--- src/rtl/ddo_pkg.sv ---
package ddo_pkg;

    localparam int CORDIC_STEPS = 16;
    localparam int ITER_W       = $clog2(CORDIC_STEPS);

    localparam logic [15:0] SAMPLE_PERIOD_RST = 16'd197;
    localparam logic [15:0] WHEEL_RADIUS_RST  = 16'd1507;
    localparam logic [15:0] INV_TRACK_RST     = 16'd1280;

    // register indexes on the config port
    localparam logic [1:0] REG_SAMPLE_PERIOD = 2'd0;
    localparam logic [1:0] REG_WHEEL_RADIUS  = 2'd1;
    localparam logic [1:0] REG_INV_TRACK     = 2'd2;

    // 2^30/pi split into high and low 15-bit halves
    localparam logic signed [17:0] RAD2BAM_HI = 18'sd10430;
    localparam logic signed [17:0] RAD2BAM_LO = 18'sd12398;
    localparam logic signed [33:0] CORDIC_GAIN = 34'sd652032874;

    typedef enum logic [4:0] {
        S_IDLE, S_M1, S_M2, S_M3, S_M4, S_M5, S_M6, S_M7, S_M8,
        S_M9, S_M10, S_M11, S_CORD, S_CS, S_DX, S_DY, S_FIN
    } t_state;

    typedef enum logic [3:0] {
        MUL_NONE, MUL_SR, MUL_DR, MUL_SRIB, MUL_SRDT, MUL_DRDT,
        MUL_EIB, MUL_PH, MUL_PL, MUL_DX, MUL_DY
    } t_mul_sel;

    typedef enum logic [3:0] {
        CAP_NONE, CAP_SR, CAP_DR, CAP_W, CAP_DS, CAP_E, CAP_DRAD,
        CAP_PH, CAP_PL, CAP_CS, CAP_DX, CAP_DY
    } t_cap_sel;

    typedef struct packed {
        logic              load_in;
        t_mul_sel          mul_sel;
        t_cap_sel          cap_sel;
        logic              cordic_step;
        logic [ITER_W-1:0] iter;
    } t_cmd;

    typedef struct packed {
        logic out_free;
    } t_status;

    function automatic logic signed [15:0] sat16(input logic signed [59:0] v);
        if (v > 60'sd32767) begin
            return 16'sh7FFF;
        end else if (v < -60'sd32768) begin
            return 16'sh8000;
        end
        return v[15:0];
    endfunction

    // atan(2^-i) with 2^32 = 2 pi
    function automatic logic signed [33:0] atan_lut(input logic [4:0] idx);
        case (idx)
            5'd0:  return 34'sd536870912;
            5'd1:  return 34'sd316933406;
            5'd2:  return 34'sd167458907;
            5'd3:  return 34'sd85004756;
            5'd4:  return 34'sd42667331;
            5'd5:  return 34'sd21354465;
            5'd6:  return 34'sd10679838;
            5'd7:  return 34'sd5340245;
            5'd8:  return 34'sd2670163;
            5'd9:  return 34'sd1335087;
            5'd10: return 34'sd667544;
            5'd11: return 34'sd333772;
            5'd12: return 34'sd166886;
            5'd13: return 34'sd83443;
            5'd14: return 34'sd41722;
            5'd15: return 34'sd20861;
            5'd16: return 34'sd10430;
            5'd17: return 34'sd5215;
            5'd18: return 34'sd2608;
            5'd19: return 34'sd1304;
            5'd20: return 34'sd652;
            5'd21: return 34'sd326;
            5'd22: return 34'sd163;
            5'd23: return 34'sd81;
            default: return 34'sd0;
        endcase
    endfunction

endpackage

--- src/rtl/ddo_if.sv ---
// Wheel speed sample channel
interface ddo_in_if;
    logic               valid;
    logic               ready;
    logic signed [15:0] right_wheel_speed;
    logic signed [15:0] left_wheel_speed;
    modport source(output valid, right_wheel_speed, left_wheel_speed, input ready);
    modport sink(input valid, right_wheel_speed, left_wheel_speed, output ready);
endinterface

// Pose result channel
interface ddo_out_if;
    logic               valid;
    logic               ready;
    logic signed [31:0] x_position;
    logic signed [31:0] y_position;
    logic signed [15:0] heading_angle;
    logic signed [15:0] turn_rate;
    logic signed [15:0] forward_speed;
    modport source(output valid, x_position, y_position, heading_angle, turn_rate,
                   forward_speed, input ready);
    modport sink(input valid, x_position, y_position, heading_angle, turn_rate,
                 forward_speed, output ready);
endinterface

--- src/rtl/ddo_ctrl.sv ---
module ddo_ctrl (
    input  logic            i_clk,
    input  logic            i_rst_n,
    input  logic            i_in_valid,
    input  ddo_pkg::t_status i_status,
    output logic            o_in_ready,
    output ddo_pkg::t_cmd   o_cmd
);
    import ddo_pkg::*;

    t_state            r_state, n_state;
    logic [ITER_W-1:0] r_iter, n_iter;
    logic              iter_last;

    assign iter_last = (r_iter == ITER_W'(CORDIC_STEPS - 1));

    always_ff @(posedge i_clk) begin
        if (!i_rst_n) begin
            r_state <= S_IDLE;
            r_iter  <= '0;
        end else begin
            r_state <= n_state;
            r_iter  <= n_iter;
        end
    end

    // next state
    always_comb begin
        n_state = r_state;
        case (r_state)
            S_IDLE:  if (i_in_valid) n_state = S_M1;
            S_M1:    n_state = S_M2;
            S_M2:    n_state = S_M3;
            S_M3:    n_state = S_M4;
            S_M4:    n_state = S_M5;
            S_M5:    n_state = S_M6;
            S_M6:    n_state = S_M7;
            S_M7:    n_state = S_M8;
            S_M8:    n_state = S_M9;
            S_M9:    n_state = S_M10;
            S_M10:   n_state = S_M11;
            S_M11:   n_state = S_CORD;
            S_CORD:  if (iter_last) n_state = S_CS;
            S_CS:    n_state = S_DX;
            S_DX:    n_state = S_DY;
            S_DY:    n_state = S_FIN;
            S_FIN:   if (i_status.out_free) n_state = S_IDLE;
            default: n_state = S_IDLE;
        endcase
    end

    // CORDIC iteration counter
    always_comb begin
        n_iter = r_iter;
        if (r_state == S_M11) begin
            n_iter = '0;
        end else if (r_state == S_CORD && !iter_last) begin
            n_iter = r_iter + 1'b1;
        end
    end

    // commands to the datapath
    always_comb begin
        o_in_ready          = 1'b0;
        o_cmd.load_in       = 1'b0;
        o_cmd.mul_sel       = MUL_NONE;
        o_cmd.cap_sel       = CAP_NONE;
        o_cmd.cordic_step   = 1'b0;
        o_cmd.iter          = r_iter;
        case (r_state)
            S_IDLE: begin
                o_in_ready    = 1'b1;
                o_cmd.load_in = i_in_valid;
            end
            S_M1:  o_cmd.mul_sel = MUL_SR;
            S_M2: begin
                o_cmd.mul_sel = MUL_DR;
                o_cmd.cap_sel = CAP_SR;
            end
            S_M3: begin
                o_cmd.mul_sel = MUL_SRIB;
                o_cmd.cap_sel = CAP_DR;
            end
            S_M4: begin
                o_cmd.mul_sel = MUL_SRDT;
                o_cmd.cap_sel = CAP_W;
            end
            S_M5: begin
                o_cmd.mul_sel = MUL_DRDT;
                o_cmd.cap_sel = CAP_DS;
            end
            S_M6:  o_cmd.cap_sel = CAP_E;
            S_M7:  o_cmd.mul_sel = MUL_EIB;
            S_M8:  o_cmd.cap_sel = CAP_DRAD;
            S_M9:  o_cmd.mul_sel = MUL_PH;
            S_M10: begin
                o_cmd.mul_sel = MUL_PL;
                o_cmd.cap_sel = CAP_PH;
            end
            S_M11: o_cmd.cap_sel = CAP_PL;
            S_CORD: o_cmd.cordic_step = 1'b1;
            S_CS:  o_cmd.cap_sel = CAP_CS;
            S_DX:  o_cmd.mul_sel = MUL_DX;
            S_DY: begin
                o_cmd.mul_sel = MUL_DY;
                o_cmd.cap_sel = CAP_DX;
            end
            S_FIN: if (i_status.out_free) o_cmd.cap_sel = CAP_DY;
            default: ;
        endcase
    end

endmodule

--- src/rtl/ddo_datapath.sv ---
module ddo_datapath (
    input  logic                i_clk,
    input  logic                i_rst_n,
    input  ddo_pkg::t_cmd       i_cmd,
    input  logic signed [15:0]  i_right_wheel_speed,
    input  logic signed [15:0]  i_left_wheel_speed,
    input  logic [15:0]         i_sample_period,
    input  logic [15:0]         i_wheel_radius,
    input  logic [15:0]         i_inverse_track_width,
    input  logic                i_out_ready,
    output ddo_pkg::t_status    o_status,
    output logic                o_out_valid,
    output logic signed [31:0]  o_x_position,
    output logic signed [31:0]  o_y_position,
    output logic signed [15:0]  o_heading_angle,
    output logic signed [15:0]  o_turn_rate,
    output logic signed [15:0]  o_forward_speed
);
    import ddo_pkg::*;

    logic signed [16:0] r_sum, r_diff;
    logic signed [33:0] r_msr, r_mdr;
    logic signed [41:0] r_ds;
    logic signed [34:0] r_e;
    logic signed [35:0] r_drad;
    logic [47:0]        r_ph;
    logic [15:0]        r_dth;
    logic signed [15:0] r_v, r_w;
    logic signed [33:0] r_x, r_y, r_z;
    logic               r_flip;
    logic signed [17:0] r_c, r_s;
    logic signed [31:0] r_dx;
    logic signed [59:0] r_prod;
    logic signed [31:0] r_pos_x, r_pos_y;
    logic [15:0]        r_heading;
    logic               r_out_valid;
    logic signed [31:0] r_out_x, r_out_y;
    logic [15:0]        r_out_h;
    logic signed [15:0] r_out_w, r_out_v;

    logic signed [41:0] mul_a;
    logic signed [17:0] mul_b;
    logic [47:0]        p_sum, p_rnd_d, p_rnd_h;
    logic [15:0]        mid;
    logic               mid_flip;
    logic [31:0]        z_start;
    logic signed [33:0] xs, ys, atan_v;
    logic signed [18:0] cx, sy;
    logic signed [31:0] dy;
    logic signed [31:0] n_pos_x, n_pos_y;
    logic [15:0]        n_heading;
    logic               commit;

    assign commit            = (i_cmd.cap_sel == CAP_DY);
    assign o_status.out_free = !r_out_valid || i_out_ready;

    // shared multiplier operand select
    always_comb begin
        mul_a = '0;
        mul_b = '0;
        case (i_cmd.mul_sel)
            MUL_SR: begin
                mul_a = 42'(r_sum);
                mul_b = $signed({2'b00, i_wheel_radius});
            end
            MUL_DR: begin
                mul_a = 42'(r_diff);
                mul_b = $signed({2'b00, i_wheel_radius});
            end
            MUL_SRIB: begin
                // diff * radius is still on the multiplier output
                mul_a = 42'(r_prod);
                mul_b = $signed({2'b00, i_inverse_track_width});
            end
            MUL_SRDT: begin
                mul_a = 42'(r_msr);
                mul_b = $signed({2'b00, i_sample_period});
            end
            MUL_DRDT: begin
                mul_a = 42'(r_mdr);
                mul_b = $signed({2'b00, i_sample_period});
            end
            MUL_EIB: begin
                mul_a = 42'(r_e);
                mul_b = $signed({2'b00, i_inverse_track_width});
            end
            MUL_PH: begin
                mul_a = 42'(r_drad);
                mul_b = RAD2BAM_HI;
            end
            MUL_PL: begin
                mul_a = 42'(r_drad);
                mul_b = RAD2BAM_LO;
            end
            MUL_DX: begin
                mul_a = r_ds;
                mul_b = r_c;
            end
            MUL_DY: begin
                mul_a = r_ds;
                mul_b = r_s;
            end
            default: ;
        endcase
    end

    always_ff @(posedge i_clk) begin
        if (i_cmd.mul_sel != MUL_NONE) begin
            r_prod <= mul_a * mul_b;
        end
    end

    // radians to binary angle, midpoint heading and CORDIC start angle
    assign p_sum    = 48'(r_ph << 15) + r_prod[47:0];
    assign p_rnd_d  = p_sum + 48'h0000_4000_0000;
    assign p_rnd_h  = p_sum + 48'h0000_8000_0000;
    assign mid      = r_heading + p_rnd_h[47:32];
    assign mid_flip = 1'((mid + 16'h4000) >> 15);
    assign z_start  = {mid ^ {mid_flip, 15'd0}, 16'd0};

    // CORDIC micro-rotation
    assign xs     = r_x >>> i_cmd.iter;
    assign ys     = r_y >>> i_cmd.iter;
    assign atan_v = atan_lut(5'(i_cmd.iter));

    // rounded sin and cos
    assign cx = 19'((r_x + 34'sd16384) >>> 15);
    assign sy = 19'((r_y + 34'sd16384) >>> 15);

    // pose update
    assign dy        = 32'((r_prod + 60'sd1073741824) >>> 31);
    assign n_pos_x   = r_pos_x + r_dx;
    assign n_pos_y   = r_pos_y + dy;
    assign n_heading = r_heading + r_dth;

    // intermediate results
    always_ff @(posedge i_clk) begin
        if (i_cmd.load_in) begin
            r_sum  <= 17'(i_right_wheel_speed) + 17'(i_left_wheel_speed);
            r_diff <= 17'(i_right_wheel_speed) - 17'(i_left_wheel_speed);
        end
        case (i_cmd.cap_sel)
            CAP_SR: begin
                r_msr <= r_prod[33:0];
                r_v   <= sat16((r_prod + 60'sd65536) >>> 17);
            end
            CAP_DR:   r_mdr  <= r_prod[33:0];
            CAP_W:    r_w    <= sat16((r_prod + 60'sd8388608) >>> 24);
            CAP_DS:   r_ds   <= 42'((r_prod + 60'sd256) >>> 9);
            CAP_E:    r_e    <= 35'((r_prod + 60'sd32768) >>> 16);
            CAP_DRAD: r_drad <= 36'((r_prod + 60'sd32768) >>> 16);
            CAP_PH:   r_ph   <= r_prod[47:0];
            CAP_PL: begin
                r_dth  <= p_rnd_d[46:31];
                r_flip <= mid_flip;
                r_x    <= CORDIC_GAIN;
                r_y    <= '0;
                r_z    <= 34'($signed(z_start));
            end
            CAP_CS: begin
                r_c <= r_flip ? 18'(-cx) : 18'(cx);
                r_s <= r_flip ? 18'(-sy) : 18'(sy);
            end
            CAP_DX:   r_dx <= 32'((r_prod + 60'sd1073741824) >>> 31);
            default: ;
        endcase
        if (i_cmd.cordic_step) begin
            if (!r_z[33]) begin
                r_x <= r_x - ys;
                r_y <= r_y + xs;
                r_z <= r_z - atan_v;
            end else begin
                r_x <= r_x + ys;
                r_y <= r_y - xs;
                r_z <= r_z + atan_v;
            end
        end
        if (commit) begin
            r_out_x <= n_pos_x;
            r_out_y <= n_pos_y;
            r_out_h <= n_heading;
            r_out_w <= r_w;
            r_out_v <= r_v;
        end
    end

    // pose state and output valid
    always_ff @(posedge i_clk) begin
        if (!i_rst_n) begin
            r_pos_x     <= '0;
            r_pos_y     <= '0;
            r_heading   <= '0;
            r_out_valid <= 1'b0;
        end else begin
            if (commit) begin
                r_pos_x   <= n_pos_x;
                r_pos_y   <= n_pos_y;
                r_heading <= n_heading;
            end
            if (commit) begin
                r_out_valid <= 1'b1;
            end else if (i_out_ready) begin
                r_out_valid <= 1'b0;
            end
        end
    end

    assign o_out_valid     = r_out_valid;
    assign o_x_position    = r_out_x;
    assign o_y_position    = r_out_y;
    assign o_heading_angle = r_out_h;
    assign o_turn_rate     = r_out_w;
    assign o_forward_speed = r_out_v;

endmodule

--- src/rtl/differential_drive_odometry.sv ---
// A sample passes through 11 multiplier steps on one shared 42x18 multiplier,
//   CORDIC_STEPS CORDIC iterations and 4 finishing steps before the pose is valid.
// A sample is taken only once the last one is through, at a rate set by the shared
//   multiplier and CORDIC loop. The last step stalls while the output register is full.
// The next sample is taken while the previous pose still waits in the output register.
// Reset (synchronous, active low): pose and heading clear, registers load their defaults.
module differential_drive_odometry (
    input  logic        i_clk,
    input  logic        i_rst_n,
    ddo_in_if.sink      i_odo_in,
    ddo_out_if.source   o_odo_out,
    input  logic        psel,
    input  logic        penable,
    input  logic        pwrite,
    input  logic [3:0]  paddr,
    input  logic [31:0] pwdata,
    output logic [31:0] prdata,
    output logic        pready
);
    import ddo_pkg::*;

    logic [15:0] r_sample_period, r_wheel_radius, r_inv_track;
    logic [1:0]  reg_idx;
    t_cmd        cmd;
    t_status     status;

    assign pready  = 1'b1;
    assign reg_idx = paddr[3:2];

    // configuration registers
    always_ff @(posedge i_clk) begin
        if (!i_rst_n) begin
            r_sample_period <= SAMPLE_PERIOD_RST;
            r_wheel_radius  <= WHEEL_RADIUS_RST;
            r_inv_track     <= INV_TRACK_RST;
        end else if (psel && penable && pwrite && pready) begin
            case (reg_idx)
                REG_SAMPLE_PERIOD: r_sample_period <= pwdata[15:0];
                REG_WHEEL_RADIUS:  r_wheel_radius  <= pwdata[15:0];
                REG_INV_TRACK:     r_inv_track     <= pwdata[15:0];
                default: ;
            endcase
        end
    end

    // read back
    always_comb begin
        case (reg_idx)
            REG_SAMPLE_PERIOD: prdata = {16'd0, r_sample_period};
            REG_WHEEL_RADIUS:  prdata = {16'd0, r_wheel_radius};
            REG_INV_TRACK:     prdata = {16'd0, r_inv_track};
            default:           prdata = '0;
        endcase
    end

    ddo_ctrl u_ctrl (
        .i_clk      (i_clk),
        .i_rst_n    (i_rst_n),
        .i_in_valid (i_odo_in.valid),
        .i_status   (status),
        .o_in_ready (i_odo_in.ready),
        .o_cmd      (cmd)
    );

    ddo_datapath u_datapath (
        .i_clk                 (i_clk),
        .i_rst_n               (i_rst_n),
        .i_cmd                 (cmd),
        .i_right_wheel_speed   (i_odo_in.right_wheel_speed),
        .i_left_wheel_speed    (i_odo_in.left_wheel_speed),
        .i_sample_period       (r_sample_period),
        .i_wheel_radius        (r_wheel_radius),
        .i_inverse_track_width (r_inv_track),
        .i_out_ready           (o_odo_out.ready),
        .o_status              (status),
        .o_out_valid           (o_odo_out.valid),
        .o_x_position          (o_odo_out.x_position),
        .o_y_position          (o_odo_out.y_position),
        .o_heading_angle       (o_odo_out.heading_angle),
        .o_turn_rate           (o_odo_out.turn_rate),
        .o_forward_speed       (o_odo_out.forward_speed)
    );

endmodule

--- src/flat_wrapper.sv ---
// flat-port wrapper written by rule: the top's interface ports become plain ports
module differential_drive_odometry_flat import ddo_pkg::*;
  (i_clk, i_rst_n, psel, penable, pwrite, paddr, pwdata, prdata, pready, i_odo_in_valid, i_odo_in_right_wheel_speed, i_odo_in_left_wheel_speed, i_odo_in_ready, o_odo_out_valid, o_odo_out_x_position, o_odo_out_y_position, o_odo_out_heading_angle, o_odo_out_turn_rate, o_odo_out_forward_speed, o_odo_out_ready);
  ddo_in_if i_odo_in_i ();
  ddo_out_if o_odo_out_i ();
  input  logic i_clk;
  input  logic i_rst_n;
  input  logic psel;
  input  logic penable;
  input  logic pwrite;
  input  logic [3:0] paddr;
  input  logic [31:0] pwdata;
  output logic [31:0] prdata;
  output logic pready;
  input wire logic [$bits(i_odo_in_i.valid)-1:0] i_odo_in_valid;
  input wire logic [$bits(i_odo_in_i.right_wheel_speed)-1:0] i_odo_in_right_wheel_speed;
  input wire logic [$bits(i_odo_in_i.left_wheel_speed)-1:0] i_odo_in_left_wheel_speed;
  output wire logic [$bits(i_odo_in_i.ready)-1:0] i_odo_in_ready;
  output wire logic [$bits(o_odo_out_i.valid)-1:0] o_odo_out_valid;
  output wire logic [$bits(o_odo_out_i.x_position)-1:0] o_odo_out_x_position;
  output wire logic [$bits(o_odo_out_i.y_position)-1:0] o_odo_out_y_position;
  output wire logic [$bits(o_odo_out_i.heading_angle)-1:0] o_odo_out_heading_angle;
  output wire logic [$bits(o_odo_out_i.turn_rate)-1:0] o_odo_out_turn_rate;
  output wire logic [$bits(o_odo_out_i.forward_speed)-1:0] o_odo_out_forward_speed;
  input wire logic [$bits(o_odo_out_i.ready)-1:0] o_odo_out_ready;
  assign i_odo_in_i.valid = i_odo_in_valid;
  assign i_odo_in_i.right_wheel_speed = i_odo_in_right_wheel_speed;
  assign i_odo_in_i.left_wheel_speed = i_odo_in_left_wheel_speed;
  assign i_odo_in_ready = i_odo_in_i.ready;
  assign o_odo_out_valid = o_odo_out_i.valid;
  assign o_odo_out_x_position = o_odo_out_i.x_position;
  assign o_odo_out_y_position = o_odo_out_i.y_position;
  assign o_odo_out_heading_angle = o_odo_out_i.heading_angle;
  assign o_odo_out_turn_rate = o_odo_out_i.turn_rate;
  assign o_odo_out_forward_speed = o_odo_out_i.forward_speed;
  assign o_odo_out_i.ready = o_odo_out_ready;
  differential_drive_odometry u_core (.i_clk(i_clk), .i_rst_n(i_rst_n), .i_odo_in(i_odo_in_i), .o_odo_out(o_odo_out_i), .psel(psel), .penable(penable), .pwrite(pwrite), .paddr(paddr), .pwdata(pwdata), .prdata(prdata), .pready(pready));
endmodule
--- config.mk ---
export PLATFORM = sky130hd
export DESIGN_NAME = differential_drive_odometry_flat
export DESIGN_NICKNAME = d
export VERILOG_FILES = /design/src/rtl/ddo_pkg.sv /design/src/rtl/ddo_if.sv /design/src/rtl/ddo_ctrl.sv /design/src/rtl/ddo_datapath.sv /design/src/rtl/differential_drive_odometry.sv /design/src/flat_wrapper.sv
export SDC_FILE = /design/constraint.sdc
export NUM_CORES = 2
export LEC_CHECK = 0
export ABC_AREA = 1
export BUFFER_PORTS_ARGS = -buffer_cell sky130_fd_sc_hd__buf_2
export CELL_PAD_IN_SITES_DETAIL_PLACEMENT = 1
export CELL_PAD_IN_SITES_GLOBAL_PLACEMENT = 1
export CORE_UTILIZATION = 49
export DETAILED_ROUTE_END_ITERATION = 8
export GPL_TIMING_DRIVEN = 0
export PLACE_DENSITY = 0.8
export SLEW_MARGIN = 20
export SYNTH_ARGS = -nofsm -noshare
export SYNTH_HDL_FRONTEND = slang
export SYNTH_SLANG_ARGS = --single-unit
--- constraint.sdc ---
create_clock -name i_clk -period 10.2 [get_ports i_clk]
set_clock_uncertainty 0.1 [all_clocks]
set_input_delay 1.02 -clock i_clk [delete_from_list [all_inputs] [get_ports i_clk]]
set_output_delay 1.02 -clock i_clk [all_outputs]
set_load 0.005 [all_outputs]
# Word-level counts from Yosys, hierarchy flattened
# Memory sizes are Yosys's and may differ from the RTL's. A register that Yosys moved wholly into a read port is not among the register bits.
# Index checks and enable logic that the tools add are counted.
# op_classes
muxes,40
eq_ne,43
magnitude_cmp,4
add_sub_neg,26
multipliers,1
shift,2
reduce_logical,21
n_bitwise,2
# ops
op,n
one-hot mux 42 bit (8 select lines),1
two-way mux 34 bit,9
one-hot mux 18 bit (7 select lines),1
adder 34 bit,3
subtractor 34 bit,3
two-way mux 16 bit,6
one-hot mux 5 bit (17 select lines),1
>>> shifter 34 x 4 -> 34 bit,2
adder 33 x 16 -> 33 bit (second input constant),2
adder 32 x 29 -> 32 bit,2
adder 60 x 18 -> 60 bit (second input constant),1
adder 60 x 25 -> 60 bit (second input constant),1
adder 60 x 32 -> 60 bit (second input constant),1
multiplier 42 x 18 -> 60 bit,1
adder 52 x 17 -> 52 bit (second input constant),1
adder 51 x 10 -> 51 bit (second input constant),1
adder 48 x 32 -> 48 bit (second input constant),1
adder 48 bit,1
one-hot mux 16 bit (3 select lines),1
adder 47 x 31 -> 47 bit (second input constant),1
one-hot mux 4 bit (11 select lines),1
> comparator 43 x 16 -> 1 bit (second input constant),1
< comparator 43 x 16 -> 1 bit (second input constant),1
== test 5 x 4 -> 1 bit (second input constant),8
other kinds (37),88
# totals
ff_bits,774
wordCells,173
output_inout_bits,147
memories,1
rom_bits,480
input_bits,75
# memory_table
memory,depth,width,read_ports,rd_ports_with_merged_regs,wr,line_no,rtl
(no name shown),16,30,1,1,0,ddo_pkg.sv:58,case (idx)

# Longest topological paths before layout
# depth
depth_word,7
ltp_mapped,42

# Modules after synthesis
# From an unflattened synthesis, not the netlist that was laid out.
# unflattened
cells_unflattened,10037
area_unflattened_um2,78990.8
# modules_own_cells
module,seq_area_each_um2,cells_per_inst,area_per_inst_um2,n_inst
ddo_datapath,20689.8,9557,75899.0,1
differential_drive_odometry,960.9,364,2394.8,1
ddo_ctrl,180.2,116,696.9,1

# Worst setup path before layout
# Ideal clock, no wire load.
# synth_path
kind,register to register
from,register u_core.u_ctrl.r_state[3]
to,"register u_core.u_datapath.r_prod[59], data pin"
arrival_time_ns,8.332
required_ns,9.835
path_slack_ns,1.504
path_stages_with_launch,32
setup_time_ns,0.265
n_path_buf,2
cell_sequence,dfxtp_1 inv_1 nor3_1 inv_1 nor2_1 nor2_2 inv_2 buf_2 buf_2 nor3_1 nand2_1 inv_1 nor2_1 inv_1 fa_1 inv_1 fa_1 inv_1 fa_1 fa_1 inv_1 fa_1 inv_1 fa_1 inv_1 ha_1 a21oi_1 o21a_1 a21oi_1 a2111oi_0 o211ai_1 xor2_1
# synth_via
elab_chain_len,6
elab_cells_between_ends,29
classes_between,mul: 1; eq/ne: 20; mux: 3; reduce/logical: 5
# synth_rtl
element,line_no,rtl
from (decl),ddo_ctrl.sv:11,"t_state r_state, n_state;"
from (signal assigned),ddo_ctrl.sv:22,r_state <= n_state;
"== test 5 x 4 -> 1 bit, or another cell as far along",ddo_ctrl.sv:70,case (r_state)
one-hot mux 4 bit (10 select lines) *,ddo_ctrl.sv:70,
"== test 4 bit, or another cell as far along",ddo_datapath.sv:61,case (i_cmd.mul_sel)
OR reduction 2 bit (no source line),--,
one-hot mux 42 bit (8 select lines) / one-hot mux 18 bit (7 select lines) (equally long branches),ddo_datapath.sv:61,
multiplier 42 x 18 -> 60 bit *,ddo_datapath.sv:109,r_prod <= mul_a * mul_b;
to (signal assigned),ddo_datapath.sv:109,
to (decl),ddo_datapath.sv:33,logic signed [59:0] r_prod;
# Mark *: on every way between the ends. The rest lies on a longest branch, timed or not.
# A chain may end at the register's enable or synchronous reset.

# Worst setup path after layout
# layout_path
from,register u_core.u_ctrl.r_state[4]
to,"register u_core.u_datapath.r_prod[44], data pin"
# Same word-level chain as after synthesis.

==> out/qor.csv <==
metric;value;unit
outcome;finished, final reports clean;
global-route wire length before repair;494;mm
PortBufs;185;
end of the worst register-to-register path;u_core.u_datapath.r_prod[44];
XOR/XNOR Fraction of Synth Area;5.42;%
Final HPWL DP;278;mm
layout cell share with drive strength beyond 1;7.45;%
routed vias;73200;
cell depth of the worst flop-to-flop path;34;
TritonCTS clock tree;built;
Slowest cell on crit path;nor2_1;
post-synthesis mux area share;0;%
area leader, netlist;edfxtp_1;
Avg Inst Size Synth;7.98;µm²
power density cells;183;nW/µm²
Synth Area in Adders;24.8;%
fin cells;12500;
Total GRT Usage;41.1;%
# IOs;222;
Cell Area, Synth;79300;µm²
Tot Pwr;15.9;mW
f_max;0.0986;GHz
antenna violations before repair;20;
placed cell area;83600;µm²
hold_ws;318;ps
First-pass DRT Iterations;8;
DR WL/cell;27.1;µm
Setup crit start;u_core.u_ctrl.r_state[4];
Hold Crit Depth;0;
hold endpoint;u_core.u_datapath.o_turn_rate[7];
final period utilization;99.5;%
Worst-path clk slew;60;ps
final wirelength;339;mm
CP Data Required Time;10580;ps
gr ovfl total;0;
worst hold path class;reg2reg;
Reg2Reg Setup Slack;60;ps
maximum fanout along the worst path;10;
Synth Area in Simple Gates;20.9;%
number of global-route vias before repair;76400;
worst hold start;u_core.u_datapath.r_w[7];
Setup crit start kind;register;
RR Startpoint;u_core.u_ctrl.r_state[4];
GPL Wtd Cong;1.01;
die area;163000;µm²
compound-gate portion of the synthesized area;9.82;%
Core Util, Final;54.1;%
CTS H-tree depth;3;
hold-fix buffer count after cts;0;
vias per cell;5.86;
CP Data Arrival Time;10530;ps
Max Slew Vio Count;0;
Synth Flop Type;edfxtp_1;
initial core utilization;49.4;%
largest family of logic cells by synthesized area;adder cells;
Yosys top cell area share;24.1;%
cell mode on critical path;inv_1;
Seq/Total Area, Yosys;28.3;%
CP endpoint kind;register;
Leak;41.8;nW
Synth async-reset ratio;0;%
Clk Latency, worst-skew pair;730;ps
core box area;161000;µm²
Crit Path Category;reg2reg;
RSZ-0062 raised after global routing;false;
Synth cell types;73;
Post-DRT Antenna Nets;0;
Ys Warns;0;
max-cap viol count;0;
Sink Count;803;
Initial DRC Count;7188;
CTS root buf;clkbuf_16;
CTS max path bufs;3;
final layout net count;11500;
EDFF count, synth;635;
drt drc;0;
Synth Instances;9926;
CP max stage delay;1020;ps
Post-synth top cells;nand2_1 (2202), inv_1 (1794), nor2_1 (1024);
maximum vdd drop;159;µV
most common cell in the netlist;nand2_1;
Final min period;10140;ps
top post-synthesis cells by area;edfxtp_1 (24%), fa_1 (18%), nand2_1 (10%), inv_1 (8.5%), ha_1 (6.6%);
FP Rows;147;
Max transition margin;9.03;%
Slew @ Worst Pin;1360;ps
count of final setup violators;0;
dpl cells;12300;
largest net degree at the start of global routing;53;
Area Growth Syn to Fin;9.51;%
CTS Buf Count;88;
Seq cells post-synth;803;
post-route cell area;86800;µm²
Die Span Y;404;µm
Hold Fails Final Rpt;0;
Die Width;404;µm
## state kept, by name (all words and copies together), names as in the netlist, 18 cells and up
name                            cells
u_core.u_datapath.r_e              35
u_core.u_datapath.r_ph             33
u_core.u_datapath.r_s              18
u_core.u_datapath.r_x              34
u_core.u_datapath.r_c              18
u_core.u_datapath.r_pos_y          32
u_core.u_datapath.r_drad           36
u_core.u_datapath.r_dx             29
u_core.u_datapath.o_y_position     32
u_core.u_datapath.r_y              34
u_core.u_datapath.r_ds             42
u_core.u_datapath.o_x_position     32
u_core.u_datapath.r_msr            34
u_core.u_datapath.r_prod           60
u_core.u_datapath.atan_v           30
u_core.u_datapath.r_mdr            34
u_core.u_datapath.r_z              34
u_core.u_datapath.r_pos_x          32
## report_power, final
| group | internal (mW) | switching, mW |
|---|---|---|
| logic | 2.21 | 5.49 |
| registers | 4.11 | 0.575 |
| clock network | 1.98 | 1.50 |
| total | 8.30 | 7.56 |
## cells by family (layout without fill, tap and decap cells)
family	count (synthesis)	after routing
XOR/XNOR	489	489
AND/OR/NAND/NOR	3993	3993
buffers and inverters	2163	2549
flip-flops	803	803
adder cells (fa/ha/maj)	1139	1139
other	2	22
AO/OA/AOI/OAI	1337	1337
## metrics by stage
stage | setup slack (ps) | TNS, ps
finish | 55.6 | 0
global route | 17.4 | 0
CTS | 14.2 | 0
detailed placement | -420 | -2660
global placement | -2190 | -70110
floorplan | 1500 | 0
## final cells by class
type | count | area [µm²]
fillers | 19800 | 73800
multi-input cells | 6975 | 48600
flip-flops and latches | 803 | 22400
inverters | 1856 | 6980
well taps | 2160 | 2700
clock buffers | 105 | 2330
plain buffers | 307 | 1560
repair buffers | 224 | 1420
clock inverters | 57 | 709
diodes | 5 | 12.5
## cell usage in the layout, fill, tap and decap left out, drive strengths merged, types with 121 or more instances in the layout
cell    count
xnor2     121
xor2      368
edfxtp    635
nand3     407
a21oi     473
nand2    2220
nor2     1067
buf       397
o21ai     482
inv      1857
fa        723
ha        416
dfxtp     168
clkbuf    239
## how the worst max path moves through the flow
stage / to / slack [ps] / depth (start not counted)
finish: u_core.u_datapath.r_prod[44] / 60 / 34
global route: u_core.u_datapath.r_prod[59] / 20 / 31
CTS: u_core.u_datapath.r_prod[42] / 10 / 32
detailed placement: u_core.u_datapath.r_prod[52] / -420 / 31
global placement: u_core.u_datapath.r_prod[44] / -2190 / 34
floorplan: u_core.u_datapath.r_prod[59] / 1500 / 31
## critical path: cells and delay by family (launching register included)
kind | cells | cell delay [ps]
flops | 1 | 500
simple gates | 9 | 2220
compound gates | 6 | 1370
buf+inv | 11 | 2140
fa+ha+maj | 7 | 3190
xor+xnor | 1 | 330
## routing by layer
layer / global-route usage, % / part of all wire, % / routed length [µm] / vias up
met5: 0 / 0.041 / 139 / -
met4: 15.8 / 4.4 / 15000 / 20
met3: 12.0 / 11 / 37600 / 765
met2: 62.6 / 44 / 148000 / 3310
met1: 55.2 / 41 / 138000 / 37000
li1: - / - / - / 32100
## timing repair
action,4_1_cts,5_1_grt
pin swaps,1,1
resized for setup,8,27
hold endpoints to repair,0,0
setup endpoints to repair,16,24
setup buffers,1,2
(Power assumes the default switching activity.)
